**config.mk**
```make
export PLATFORM = sky130hd
export DESIGN_NAME = encoder_period_tachometer_flat
export DESIGN_NICKNAME = d
export VERILOG_FILES = /design/src/sv/ept_pkg.sv /design/src/sv/ept_if.sv /design/src/sv/ept_div.sv /design/src/sv/ept_mac.sv /design/src/sv/encoder_period_tachometer.sv /design/src/flat_wrapper.sv
export SDC_FILE = /design/constraint.sdc
export NUM_CORES = 2
export LEC_CHECK = 0
export BUFFER_PORTS_ARGS = -buffer_cell sky130_fd_sc_hd__buf_2
export CELL_PAD_IN_SITES_DETAIL_PLACEMENT = 1
export CELL_PAD_IN_SITES_GLOBAL_PLACEMENT = 1
export CORE_MARGIN = 4
export CORE_UTILIZATION = 53
export CTS_BUF_LIST = sky130_fd_sc_hd__clkbuf_16
export DETAILED_ROUTE_END_ITERATION = 10
export PLACE_DENSITY_LB_ADDON = 0.12
export SYNTH_ARGS = -nofsm -noshare
export SYNTH_HDL_FRONTEND = slang
export SYNTH_HIERARCHICAL = 1
export SYNTH_SLANG_ARGS = --single-unit
```
**constraint.sdc**
```tcl
create_clock -name clk -period 14.3 [get_ports clk]
set_input_delay 2.86 -clock clk [delete_from_list [all_inputs] [get_ports clk]]
set_output_delay 2.86 -clock clk [all_outputs]
set_load 0.01 [all_outputs]
```
**src/sv/ept_pkg.sv**
```systemverilog
package ept_pkg;

  localparam int unsigned THR_W = 16;
  localparam int unsigned NUM_W = 48;
  localparam int unsigned TCK_W = 32;
  localparam int unsigned VEL_W = 32;
  localparam int unsigned POS_W = 48;
  localparam int unsigned PER_W = 32;

  localparam logic [TCK_W-1:0] TIMEOUT_RESET = 32'd50000000;

  // Input item modes.
  typedef enum logic [1:0] {
    MODE_TICK = 2'd0,
    MODE_EDGE = 2'd1,
    MODE_READ = 2'd2,
    MODE_NONE = 2'd3
  } mode_t;

  // Register indexes of the configuration port.
  typedef enum logic [1:0] {
    REG_THRESHOLD = 2'd0,
    REG_NUMERATOR = 2'd1,
    REG_TIMEOUT   = 2'd2,
    REG_UNUSED    = 2'd3
  } reg_idx_t;

  // Sequencer states of the top level.
  typedef enum logic [2:0] {
    ST_IDLE,
    ST_DIV,
    ST_DIV_DONE,
    ST_MUL,
    ST_EMIT
  } state_t;

  // Control from the sequencer to a serial unit.
  typedef struct packed {
    logic start;
  } unit_ctl_t;

endpackage

```
**src/sv/ept_if.sv**
```systemverilog
interface ept_in_if;
  logic        valid;
  logic        ready;
  logic [1:0]  mode;
  logic [1:0]  wheel;
  logic [31:0] period_ticks;
  modport source (output valid, output mode, output wheel, output period_ticks, input ready);
  modport sink (input valid, input mode, input wheel, input period_ticks, output ready);
endinterface

interface ept_out_if;
  logic        valid;
  logic        ready;
  logic [1:0]  wheel_index;
  logic [31:0] speed;
  logic [47:0] angle;
  logic        last;
  modport source (output valid, output wheel_index, output speed, output angle, output last,
                  input ready);
  modport sink (input valid, input wheel_index, input speed, input angle, input last,
                output ready);
endinterface

```
**src/sv/ept_div.sv**
```systemverilog
// Restoring divider, one quotient bit per cycle.
module ept_div (
  input  logic                   clk,
  input  logic                   rst_n,
  input  ept_pkg::unit_ctl_t     ctl,
  input  logic [47:0]            dividend,
  input  logic [31:0]            divisor,
  output logic                   done,
  output logic [31:0]            quotient
);
  import ept_pkg::*;

  logic [47:0] quo_r, quo_nxt;
  logic [32:0] rem_r, rem_nxt;
  logic [31:0] dvs_r, dvs_nxt;
  logic [5:0]  cnt_r, cnt_nxt;
  logic        busy_r, busy_nxt;
  logic [32:0] trial;

  // One shift and trial subtract per cycle.
  always_comb begin
    quo_nxt  = quo_r;
    rem_nxt  = rem_r;
    dvs_nxt  = dvs_r;
    cnt_nxt  = cnt_r;
    busy_nxt = busy_r;
    trial    = {rem_r[31:0], quo_r[47]};
    if (ctl.start) begin
      quo_nxt  = dividend;
      rem_nxt  = '0;
      dvs_nxt  = divisor;
      cnt_nxt  = 6'd48;
      busy_nxt = 1'b1;
    end else if (busy_r) begin
      if (trial >= {1'b0, dvs_r}) begin
        rem_nxt = trial - {1'b0, dvs_r};
        quo_nxt = {quo_r[46:0], 1'b1};
      end else begin
        rem_nxt = trial;
        quo_nxt = {quo_r[46:0], 1'b0};
      end
      cnt_nxt = cnt_r - 6'd1;
      if (cnt_r == 6'd1) busy_nxt = 1'b0;
    end
  end

  always_ff @(posedge clk) begin
    if (!rst_n) begin
      busy_r <= 1'b0;
      cnt_r  <= '0;
    end else begin
      busy_r <= busy_nxt;
      cnt_r  <= cnt_nxt;
    end
    quo_r <= quo_nxt;
    rem_r <= rem_nxt;
    dvs_r <= dvs_nxt;
  end

  // Saturate the quotient at 32 bits.
  assign done     = busy_r && (cnt_r == 6'd1);
  assign quotient = (quo_nxt[47:32] != '0) ? '1 : quo_nxt[31:0];

endmodule

```
**src/sv/ept_mac.sv**
```systemverilog
// Shift-add multiply-accumulate, one multiplier bit per cycle.
module ept_mac (
  input  logic                   clk,
  input  logic                   rst_n,
  input  ept_pkg::unit_ctl_t     ctl,
  input  logic [31:0]            mcand,
  input  logic [31:0]            mplier,
  input  logic [47:0]            acc_in,
  output logic                   done,
  output logic [47:0]            acc_out
);
  import ept_pkg::*;

  logic [47:0] acc_r, acc_nxt;
  logic [47:0] mcd_r, mcd_nxt;
  logic [31:0] mpl_r, mpl_nxt;
  logic [5:0]  cnt_r, cnt_nxt;
  logic        busy_r, busy_nxt;

  // Add the shifted multiplicand when the low multiplier bit is set.
  always_comb begin
    acc_nxt  = acc_r;
    mcd_nxt  = mcd_r;
    mpl_nxt  = mpl_r;
    cnt_nxt  = cnt_r;
    busy_nxt = busy_r;
    if (ctl.start) begin
      acc_nxt  = acc_in;
      mcd_nxt  = {16'd0, mcand};
      mpl_nxt  = mplier;
      cnt_nxt  = 6'd32;
      busy_nxt = 1'b1;
    end else if (busy_r) begin
      if (mpl_r[0]) acc_nxt = acc_r + mcd_r;
      mcd_nxt = {mcd_r[46:0], 1'b0};
      mpl_nxt = {1'b0, mpl_r[31:1]};
      cnt_nxt = cnt_r - 6'd1;
      if (cnt_r == 6'd1) busy_nxt = 1'b0;
    end
  end

  always_ff @(posedge clk) begin
    if (!rst_n) begin
      busy_r <= 1'b0;
      cnt_r  <= '0;
    end else begin
      busy_r <= busy_nxt;
      cnt_r  <= cnt_nxt;
    end
    acc_r <= acc_nxt;
    mcd_r <= mcd_nxt;
    mpl_r <= mpl_nxt;
  end

  assign done    = busy_r && (cnt_r == 6'd1);
  assign acc_out = acc_nxt;

endmodule

```
**src/sv/encoder_period_tachometer.sv**
```systemverilog
// Tick items, edge items below threshold and updating edges that see zero elapsed
// ticks are done in the cycle they are taken; any other updating edge runs a bit-serial 48-bit divider.
// A read item runs a serial multiply-accumulate per wheel and then loads that wheel's
// result into the output register, wheel by wheel; the receiver may stall a result.
// One item is handled at a time.
// Reset (rst_n low, synchronous) clears all wheel state and sets the registers to defaults.
module encoder_period_tachometer #(
  parameter int unsigned WHEELS = 4
) (
  input  logic        clk,
  input  logic        rst_n,
  ept_in_if.sink      in_ch,
  ept_out_if.source   out_ch,
  input  logic        cfg_psel,
  input  logic        cfg_penable,
  input  logic        cfg_pwrite,
  input  logic [4:0]  cfg_paddr,
  input  logic [63:0] cfg_pwdata,
  output logic [63:0] cfg_prdata,
  output logic        cfg_pready
);
  import ept_pkg::*;

  localparam int unsigned WI_W = (WHEELS > 1) ? $clog2(WHEELS) : 1;

  // Configuration registers.
  logic [THR_W-1:0] thr_r;
  logic [NUM_W-1:0] num_r;
  logic [TCK_W-1:0] tmo_r;
  reg_idx_t         cfg_idx;

  assign cfg_pready = 1'b1;
  assign cfg_idx    = reg_idx_t'(cfg_paddr[4:3]);

  always_ff @(posedge clk) begin
    if (!rst_n) begin
      thr_r <= '0;
      num_r <= '0;
      tmo_r <= TIMEOUT_RESET;
    end else if (cfg_psel && cfg_penable && cfg_pwrite) begin
      case (cfg_idx)
        REG_THRESHOLD: thr_r <= cfg_pwdata[THR_W-1:0];
        REG_NUMERATOR: num_r <= cfg_pwdata[NUM_W-1:0];
        REG_TIMEOUT:   tmo_r <= cfg_pwdata[TCK_W-1:0];
        default: ;
      endcase
    end
  end

  always_comb begin
    case (cfg_idx)
      REG_THRESHOLD: cfg_prdata = {48'd0, thr_r};
      REG_NUMERATOR: cfg_prdata = {16'd0, num_r};
      REG_TIMEOUT:   cfg_prdata = {32'd0, tmo_r};
      default:       cfg_prdata = '0;
    endcase
  end

  // Per-wheel state.
  logic [THR_W-1:0] cnt_r [WHEELS];
  logic [TCK_W-1:0] ela_r [WHEELS];
  logic [VEL_W-1:0] vel_r [WHEELS];
  logic [POS_W-1:0] pos_r [WHEELS];

  state_t          st_r, st_nxt;
  logic [WI_W-1:0] wi_r;
  logic [PER_W-1:0] per_r;
  logic            ovalid_r;
  logic [1:0]      oidx_r;
  logic [VEL_W-1:0] ospd_r;
  logic [POS_W-1:0] oang_r;
  logic            olast_r;

  unit_ctl_t   div_ctl, mac_ctl;
  logic        div_done, mac_done;
  logic [31:0] div_q;
  logic [47:0] mac_acc;
  logic [31:0] div_dvs;
  logic [VEL_W-1:0] cur_vel;
  logic        cur_tmo;
  logic [WI_W-1:0] mac_wi;
  logic [PER_W-1:0] mac_mpl;

  logic in_xfer, is_edge_upd, edge_ok;
  logic last_wheel;
  logic emit_ld;

  assign in_xfer     = in_ch.valid && in_ch.ready;
  assign edge_ok     = ({30'd0, in_ch.wheel} < 32'(WHEELS));
  assign is_edge_upd = edge_ok && (cnt_r[WI_W'(in_ch.wheel)] >= thr_r);
  assign div_dvs     = ela_r[WI_W'(in_ch.wheel)];
  assign last_wheel  = ({{(32-WI_W){1'b0}}, wi_r} == 32'(WHEELS - 1));
  assign emit_ld     = (st_r == ST_EMIT) && (!ovalid_r || out_ch.ready);

  // The multiply-accumulate starts on wheel 0 from idle and on the next wheel from emit.
  always_comb begin
    case (st_r)
      ST_IDLE: mac_wi = '0;
      ST_EMIT: mac_wi = last_wheel ? '0 : wi_r + 1'b1;
      default: mac_wi = wi_r;
    endcase
  end

  assign mac_mpl = (st_r == ST_IDLE) ? in_ch.period_ticks : per_r;
  assign cur_tmo = (ela_r[mac_wi] >= tmo_r);
  assign cur_vel = cur_tmo ? '0 : vel_r[mac_wi];

  ept_div u_div (.clk, .rst_n, .ctl(div_ctl), .dividend(num_r), .divisor(div_dvs),
                 .done(div_done), .quotient(div_q));
  ept_mac u_mac (.clk, .rst_n, .ctl(mac_ctl), .mcand(cur_vel), .mplier(mac_mpl),
                 .acc_in(pos_r[mac_wi]), .done(mac_done), .acc_out(mac_acc));

  // Next state.
  always_comb begin
    st_nxt = st_r;
    case (st_r)
      ST_IDLE: begin
        if (in_xfer) begin
          if (mode_t'(in_ch.mode) == MODE_READ) st_nxt = ST_MUL;
          else if (mode_t'(in_ch.mode) == MODE_EDGE && is_edge_upd && div_dvs != '0)
            st_nxt = ST_DIV;
        end
      end
      ST_DIV:      if (div_done) st_nxt = ST_DIV_DONE;
      ST_DIV_DONE: st_nxt = ST_IDLE;
      ST_MUL:      if (mac_done) st_nxt = ST_EMIT;
      ST_EMIT: begin
        if (!ovalid_r || out_ch.ready) st_nxt = last_wheel ? ST_IDLE : ST_MUL;
      end
      default: st_nxt = ST_IDLE;
    endcase
  end

  // Outputs of the sequencer.
  always_comb begin
    in_ch.ready   = (st_r == ST_IDLE);
    div_ctl.start = 1'b0;
    mac_ctl.start = 1'b0;
    case (st_r)
      ST_IDLE: begin
        div_ctl.start = in_xfer && mode_t'(in_ch.mode) == MODE_EDGE && is_edge_upd;
        mac_ctl.start = in_xfer && mode_t'(in_ch.mode) == MODE_READ;
      end
      ST_EMIT: mac_ctl.start = (!ovalid_r || out_ch.ready) && !last_wheel;
      default: ;
    endcase
  end

  // Wheel state updates.
  always_ff @(posedge clk) begin
    if (!rst_n) begin
      for (int i = 0; i < WHEELS; i++) begin
        cnt_r[i] <= '0;
        ela_r[i] <= '0;
        vel_r[i] <= '0;
        pos_r[i] <= '0;
      end
      st_r     <= ST_IDLE;
      wi_r     <= '0;
      ovalid_r <= 1'b0;
    end else begin
      st_r <= st_nxt;
      if (emit_ld) ovalid_r <= 1'b1;
      else if (ovalid_r && out_ch.ready) ovalid_r <= 1'b0;
      case (st_r)
        ST_IDLE: begin
          if (in_xfer && mode_t'(in_ch.mode) == MODE_EDGE && is_edge_upd)
            wi_r <= WI_W'(in_ch.wheel);
          else
            wi_r <= '0;
          if (in_xfer) begin
            case (mode_t'(in_ch.mode))
              MODE_TICK: begin
                for (int i = 0; i < WHEELS; i++)
                  if (ela_r[i] != '1) ela_r[i] <= ela_r[i] + 1'b1;
              end
              MODE_EDGE: begin
                if (edge_ok) begin
                  if (is_edge_upd) begin
                    cnt_r[WI_W'(in_ch.wheel)] <= '0;
                    ela_r[WI_W'(in_ch.wheel)] <= '0;
                  end else begin
                    cnt_r[WI_W'(in_ch.wheel)] <= cnt_r[WI_W'(in_ch.wheel)] + 1'b1;
                  end
                end
              end
              MODE_READ: per_r <= in_ch.period_ticks;
              default: ;
            endcase
          end
        end
        ST_DIV_DONE: ;
        ST_DIV: if (div_done) vel_r[wi_r] <= div_q;
        ST_MUL: begin
          if (mac_done) begin
            if (cur_tmo) begin
              vel_r[wi_r] <= '0;
              cnt_r[wi_r] <= '0;
            end
            pos_r[wi_r] <= mac_acc;
          end
        end
        ST_EMIT: begin
          if (emit_ld) begin
            oidx_r   <= 2'(wi_r);
            ospd_r   <= vel_r[wi_r];
            oang_r   <= pos_r[wi_r];
            olast_r  <= last_wheel;
            if (!last_wheel) wi_r <= wi_r + 1'b1;
          end
        end
        default: ;
      endcase
    end
  end

  assign out_ch.valid       = ovalid_r;
  assign out_ch.wheel_index = oidx_r;
  assign out_ch.speed       = ospd_r;
  assign out_ch.angle       = oang_r;
  assign out_ch.last        = olast_r;

endmodule

```
**src/flat_wrapper.sv**
```systemverilog
// flat-port wrapper written by rule: the top's interface ports become plain ports
module encoder_period_tachometer_flat import ept_pkg::*;
#(
  parameter int unsigned WHEELS = 4
)
  (clk, rst_n, cfg_psel, cfg_penable, cfg_pwrite, cfg_paddr, cfg_pwdata, cfg_prdata, cfg_pready, in_ch_valid, in_ch_mode, in_ch_wheel, in_ch_period_ticks, in_ch_ready, out_ch_valid, out_ch_wheel_index, out_ch_speed, out_ch_angle, out_ch_last, out_ch_ready);
  ept_in_if in_ch_i ();
  ept_out_if out_ch_i ();
  input  logic clk;
  input  logic rst_n;
  input  logic cfg_psel;
  input  logic cfg_penable;
  input  logic cfg_pwrite;
  input  logic [4:0] cfg_paddr;
  input  logic [63:0] cfg_pwdata;
  output logic [63:0] cfg_prdata;
  output logic cfg_pready;
  input wire logic [$bits(in_ch_i.valid)-1:0] in_ch_valid;
  input wire logic [$bits(in_ch_i.mode)-1:0] in_ch_mode;
  input wire logic [$bits(in_ch_i.wheel)-1:0] in_ch_wheel;
  input wire logic [$bits(in_ch_i.period_ticks)-1:0] in_ch_period_ticks;
  output wire logic [$bits(in_ch_i.ready)-1:0] in_ch_ready;
  output wire logic [$bits(out_ch_i.valid)-1:0] out_ch_valid;
  output wire logic [$bits(out_ch_i.wheel_index)-1:0] out_ch_wheel_index;
  output wire logic [$bits(out_ch_i.speed)-1:0] out_ch_speed;
  output wire logic [$bits(out_ch_i.angle)-1:0] out_ch_angle;
  output wire logic [$bits(out_ch_i.last)-1:0] out_ch_last;
  input wire logic [$bits(out_ch_i.ready)-1:0] out_ch_ready;
  assign in_ch_i.valid = in_ch_valid;
  assign in_ch_i.mode = in_ch_mode;
  assign in_ch_i.wheel = in_ch_wheel;
  assign in_ch_i.period_ticks = in_ch_period_ticks;
  assign in_ch_ready = in_ch_i.ready;
  assign out_ch_valid = out_ch_i.valid;
  assign out_ch_wheel_index = out_ch_i.wheel_index;
  assign out_ch_speed = out_ch_i.speed;
  assign out_ch_angle = out_ch_i.angle;
  assign out_ch_last = out_ch_i.last;
  assign out_ch_i.ready = out_ch_ready;
  encoder_period_tachometer #(.WHEELS(WHEELS)) u_core (.clk(clk), .rst_n(rst_n), .in_ch(in_ch_i), .out_ch(out_ch_i), .cfg_psel(cfg_psel), .cfg_penable(cfg_penable), .cfg_pwrite(cfg_pwrite), .cfg_paddr(cfg_paddr), .cfg_pwdata(cfg_pwdata), .cfg_prdata(cfg_prdata), .cfg_pready(cfg_pready));
endmodule
```
# Word level (Yosys, flattened, before mapping)
# Memory sizes are Yosys's and may differ from the RTL's. A register that Yosys moved wholly into a read port is not among the register bits.
# Index checks and enable logic that the tools add are counted.
[word_totals]
ramBits = 512
n_memories = 4
wordCells = 220
register_bits = 391
output_inout_bits = 150
[memory_table]
columns = ["name", "depth", "width", "read_ports", "rd_clocked_by_memory_dff", "wr", "line_no", "source"]
rows = [
  ["u_core.pos_r", 4, 48, 2, 1, 4, "encoder_period_tachometer.sv:63", "logic [POS_W-1:0] pos_r [WHEELS];"],
  ["u_core.ela_r", 4, 32, 6, 0, 4, "encoder_period_tachometer.sv:61", "logic [TCK_W-1:0] ela_r [WHEELS];"],
  ["u_core.vel_r", 4, 32, 2, 1, 4, "encoder_period_tachometer.sv:62", "logic [VEL_W-1:0] vel_r [WHEELS];"],
  ["u_core.cnt_r", 4, 16, 1, 0, 4, "encoder_period_tachometer.sv:60", "logic [THR_W-1:0] cnt_r [WHEELS];"],
]
[op_classes]
eq_ne = 21
muxes = 114
n_lt_le_gt_ge = 3
n_reduce_logical = 39
n_addsub = 10
bitwise_logic = 7
[op_table]
columns = ["op", "n"]
rows = [
  ["32-bit 2-to-1 mux", 15],
  ["48-bit 2-to-1 mux", 6],
  ["48-bit one-hot mux with 3 select lines", 1],
  ["32-bit by 1-bit adder with 32-bit output, second input constant", 4],
  ["32-bit inequality test, second input constant", 4],
  ["1-bit 2-to-1 mux", 65],
  ["32-bit OR reduction", 2],
  ["48-bit adder", 1],
  ["16-bit 2-to-1 mux", 3],
  ["48-bit OR reduction", 1],
  ["33-bit by 32-bit >= comparator with 1-bit output", 1],
  ["32-bit >= comparator", 1],
  ["32-bit nonzero test", 1],
  ["16-bit OR reduction", 2],
  ["32-bit subtractor", 1],
  ["6-bit 2-to-1 mux", 4],
  ["2-bit 2-to-1 mux", 10],
  ["3-bit 2-to-1 mux", 6],
  ["16-bit by 1-bit adder with 16-bit output, second input constant", 1],
  ["16-bit >= comparator", 1],
  ["16-bit nonzero test", 1],
  ["1-bit logical AND", 13],
  ["6-bit by 1-bit equality test with 1-bit output, second input constant", 2],
  ["3-bit one-hot mux with 4 select lines", 1],
  ["24 further kinds", 47],
]

# Depth between registers and ports, before layout
# An unclocked memory read counts as a cell.
[depth]
ltp_word = 13
mapped_depth = 20

# By module
# The synthesis kept the hierarchy.
[by_module_without_submodules]
columns = ["module", "area_per_inst_um2", "seq_area_each_um2", "cells_each", "n_inst"]
rows = [
  ["encoder_period_tachometer", 36302.3, 19588.8, 3255, 1],
  ["ept_mac", 8301.7, 3343.2, 859, 1],
  ["ept_div", 7048.0, 2702.6, 835, 1],
]

# Least setup slack after synthesis
# OpenSTA, ideal clock, no wires.
[synth_timing]
path_kind = "in2reg"
start = "input port rst_n"
end = "register u_core.oang_r[0] (netlist: u_core/out_ch.angle[0]) (read register of u_core.pos_r) (enable)"
path_buffers = 1
arrival_ns = 8.787
required_ns = 13.674
path_stages = 3
setup_ns = 0.626
setup_slack_ns = 4.887
path_cell_list = "inv_2 -> clkbuf_1 -> nor3_1"
[synth_between]
elab_chain_cells = 1
[synth_rtl]
columns = ["item", "line_no", "source"]
rows = [
  ["from (decl)", "flat_wrapper.sv:10", "input logic rst_n;"],
  ["3-bit AND reduction (no line)", "n/a", ""],
  ["to (decl)", "encoder_period_tachometer.sv:71", "logic [POS_W-1:0] oang_r;"],
]
# Every way passes these cells.
# A chain may end at the register's enable or synchronous reset.

==> run_results.csv <==
group,metric,value,unit
timing,max_freq,122,MHz
placed_design,place_hpwl,104000,microns
yosys,synth_edf_count,595,
final_layout,nets,5268,
yosys,syn-cell-area,51700,sq um
final_layout,mostFrequentLayoutCells,"735 x nand2_1, 595 x edfxtp_1, 385 x dfxtp_1",
final_layout,final_common_cell,"nand2_1",
yosys,synth_area_per_cell,10.4,sq um
timing,setup_viol,0,
yosys,synth.top_cell.area_share,34.6,%
final_layout,final_util,59.2,%
clocking,root_buffer,"clkbuf_16",
clocking,clock_latency,710,ps
yosys,synthArstFlopShare,0,%
grt,grt_usage,30.6,%
route,wl_per_cell,25.0,microns
clocking,cts.sinks,983,
clocking,clock_path_buffers,3,
grt,antenna_found_initial,4,
worst_setup_path,critPathKind,"in -> reg",
final_layout,area_growth,10.8,%
placed_design,place_congestion,0.904,
clocking,htreeDepth,3,
grt,grt_max_degree,166,
grt,grt_pass1_vias,41200,
clocking,postCtsSetupRepairBufs,0,
route,drtPass1Iterations,6,
floorplan,fp.dieArea,103000,sq um
worst_setup_path,arrival,8660,ps
final_layout,drive_above_1_share,14.8,%
power,power.density,140,nW/um^2
floorplan,start_util,53.4,%
timing,slew_headroom,16.6,%
yosys,yosys-top-cells-area,"edfxtp_1 35%, dfxtp_1 15%, mux4_2 7.0%",
worst_hold_path,hold_class,"reg -> reg",
job,drv_cap,0,
route,drt-initial-drc-count,3092,
floorplan,dieHeight,320,microns
power,total_leakage_power,21.5,nW
clocking,post_cts_resized,0,
route,detail-route-antenna-nets,0,
outcome,status,"complete, no violations",
route,avgViaCountPerCell,6.20,
clocking,holdBufCountCts,0,
clocking,cts_tree,"done",
worst_setup_path,cp_max_fo,45,
yosys,synth_ff_type,"edfxtp_1",
yosys,ys_ff_latch,983,
worst_setup_path,start_kind,"primary input",
floorplan,rows,114,
timing,tightest_slew,1250,ps
yosys,synthDistinctLibCells,106,
route,drt-total-wl,160000,microns
timing,hold_violations,0,
timing,rsz0062_at_grt,"false",
clocking,cts_buffers,107,
yosys,synthCells,4949,
route,vias,39600,
timing,period_needed,8200,ps
timing,fin_skew,38.6,ps
timing,fin_crit_sh,57.4,%
floorplan,die_w,320,microns
grt,grt_pass1_wl,246000,microns
worst_setup_path,end_kind,"register",
yosys,ys_warn_count,6,
placed_design,io_buffers,225,
floorplan,core,96700,sq um
timing,drv_slew,0,
yosys,yosys.area.top_type,"edfxtp_1",
yosys,yosysSeqAreaShare,49.6,%
worst_setup_path,cp_data_required_time,14760,ps
route,drc,0,
power,worst_ir_drop_vdd,109,uV
timing,finalSetupTns,0,ps
clocking,clk_pin_slew,60,ps
floorplan,io_pins,262,
grt,grt_overflow,0,
[path summary, 6_finish.rpt]
check / slack [ps] / from / endpoint / cells past startpoint
worst max-delay path: 6100 / in_ch_wheel[0] / u_core/vel_r[0][23] / 17
worst min-delay path: 470 / u_core/num_r[40] / u_core/num_r[40] / 2
worst max register to register: 7180 / u_core/wi_r[1] / u_core/cnt_r[1][10] / 15
worst min register to register: 470 / u_core/num_r[40] / u_core/num_r[40] / 2
[cells by family (layout without fill, tap and decap cells)]
family / Yosys count / in the layout / synth area share [%]
AO/OA/AOI/OAI: 841 / 841 / 10.8
XOR/XNOR: 199 / 199 / 3.37
adder cells (fa/ha/maj): 139 / 139 / 3.40
buffers and inverters: 494 / 642 / 3.93
flip-flops: 983 / 983 / 49.6
multiplexers: 317 / 317 / 10.2
other: 2 / 20 / 0.0145
AND/OR/NAND/NOR: 1974 / 1974 / 18.7
[cell type report]
cell class | count | area [sq um]
Inverter | 157 | 593
Sequential cell | 983 | 25600
Multi-Input combinational cell | 3487 | 24300
Clock buffer | 111 | 2780
Antenna cell | 3 | 7.51
Timing Repair Buffer | 281 | 1600
Fill cell | 10400 | 39500
Clock inverter | 93 | 737
Tap cell | 1276 | 1600
[Yosys cell counts, types with 52 or more instances]
library cell  count
mux2_2           64
a31oi_1          91
a21oi_1         242
and2_1          381
o21ai_0         154
xor2_1           98
dfxtp_1         388
a211oi_1         93
xnor2_1         101
ha_1            137
nand2_1         736
clkbuf_1        231
nor2b_1          54
inv_1           155
buf_2            52
nor2_1          326
nand3_1          91
mux4_2          160
and3_1           96
mux2i_1          93
nor3_1           55
nand4_1          81
edfxtp_1        595
[report_power, final]
group	switching, W	total [W]	internal [W]	leakage (nW)
logic	0.00114	0.00180	0.000657	10.6
clock network	0.00119	0.00278	0.00159	1.85
registers	0.000186	0.00344	0.00326	9.03
total	0.00252	0.00802	0.00550	21.5
[flip-flops by register name (all words and copies together), names as in the netlist, 2 cells and up]
signal and cells:
u_core/out_ch.wheel_index 2, u_core/out_ch.angle 48, u_core/tmo_r 32, u_core/u_div/quo_r 48
u_core/pos_r 192, u_core/thr_r 16, u_core/st_r 3, u_core/u_div/cnt_r 6
u_core/wi_r 2, u_core/u_mac/acc_r 48, u_core/ela_r 128, u_core/u_mac/cnt_r 6
u_core/u_div/rem_r 32, u_core/cnt_r 64, u_core/num_r 48, u_core/vel_r 128
u_core/u_mac/mcd_r 48, u_core/out_ch.speed 32, u_core/per_r 32, u_core/u_mac/mpl_r 32
u_core/u_div/dvs_r 32
[critical path, cell delays in order]
cell       delay, ps
buf_4            230
buf_4            700
mux4_2           650
ha_1             330
a2111oi_0        480
o221ai_1         210
o21ai_0          140
o41ai_2          110
buf_4            190
nand2_1          250
inv_4            210
nand2_1          110
o21ai_0          120
nor4_1           570
and4_2           940
nand2b_1         270
and2_1           230
[stage by stage]
stage | area, sq um | hold WS [ps] | power, W | setup WS (ps) | std cells
after floorplan | 51700 | 445 | 0.00476 | 4890 | 4964
after global placement | 53700 | 457 | 0.00518 | 5740 | 6184
after detailed placement | 53700 | 463 | 0.00525 | 5520 | 6184
after CTS | 57200 | 471 | 0.00804 | 6160 | 6388
after global routing | 57200 | 498 | 0.00840 | 5740 | 6388
final | 57200 | 466 | 0.00802 | 6100 | 6391
[per-layer routing]
metal | vias to the layer above | global-route usage [%] | wire, microns
li1 | 17900 | - | -
met1 | 20200 | 40.4 | 67300
met2 | 1201 | 53.0 | 79300
met3 | 276 | 3.66 | 8590
met4 | 0 | 9.97 | 4930
met5 | - | 0 | 0
No activity file was read; power rests on OpenSTA's default activity.
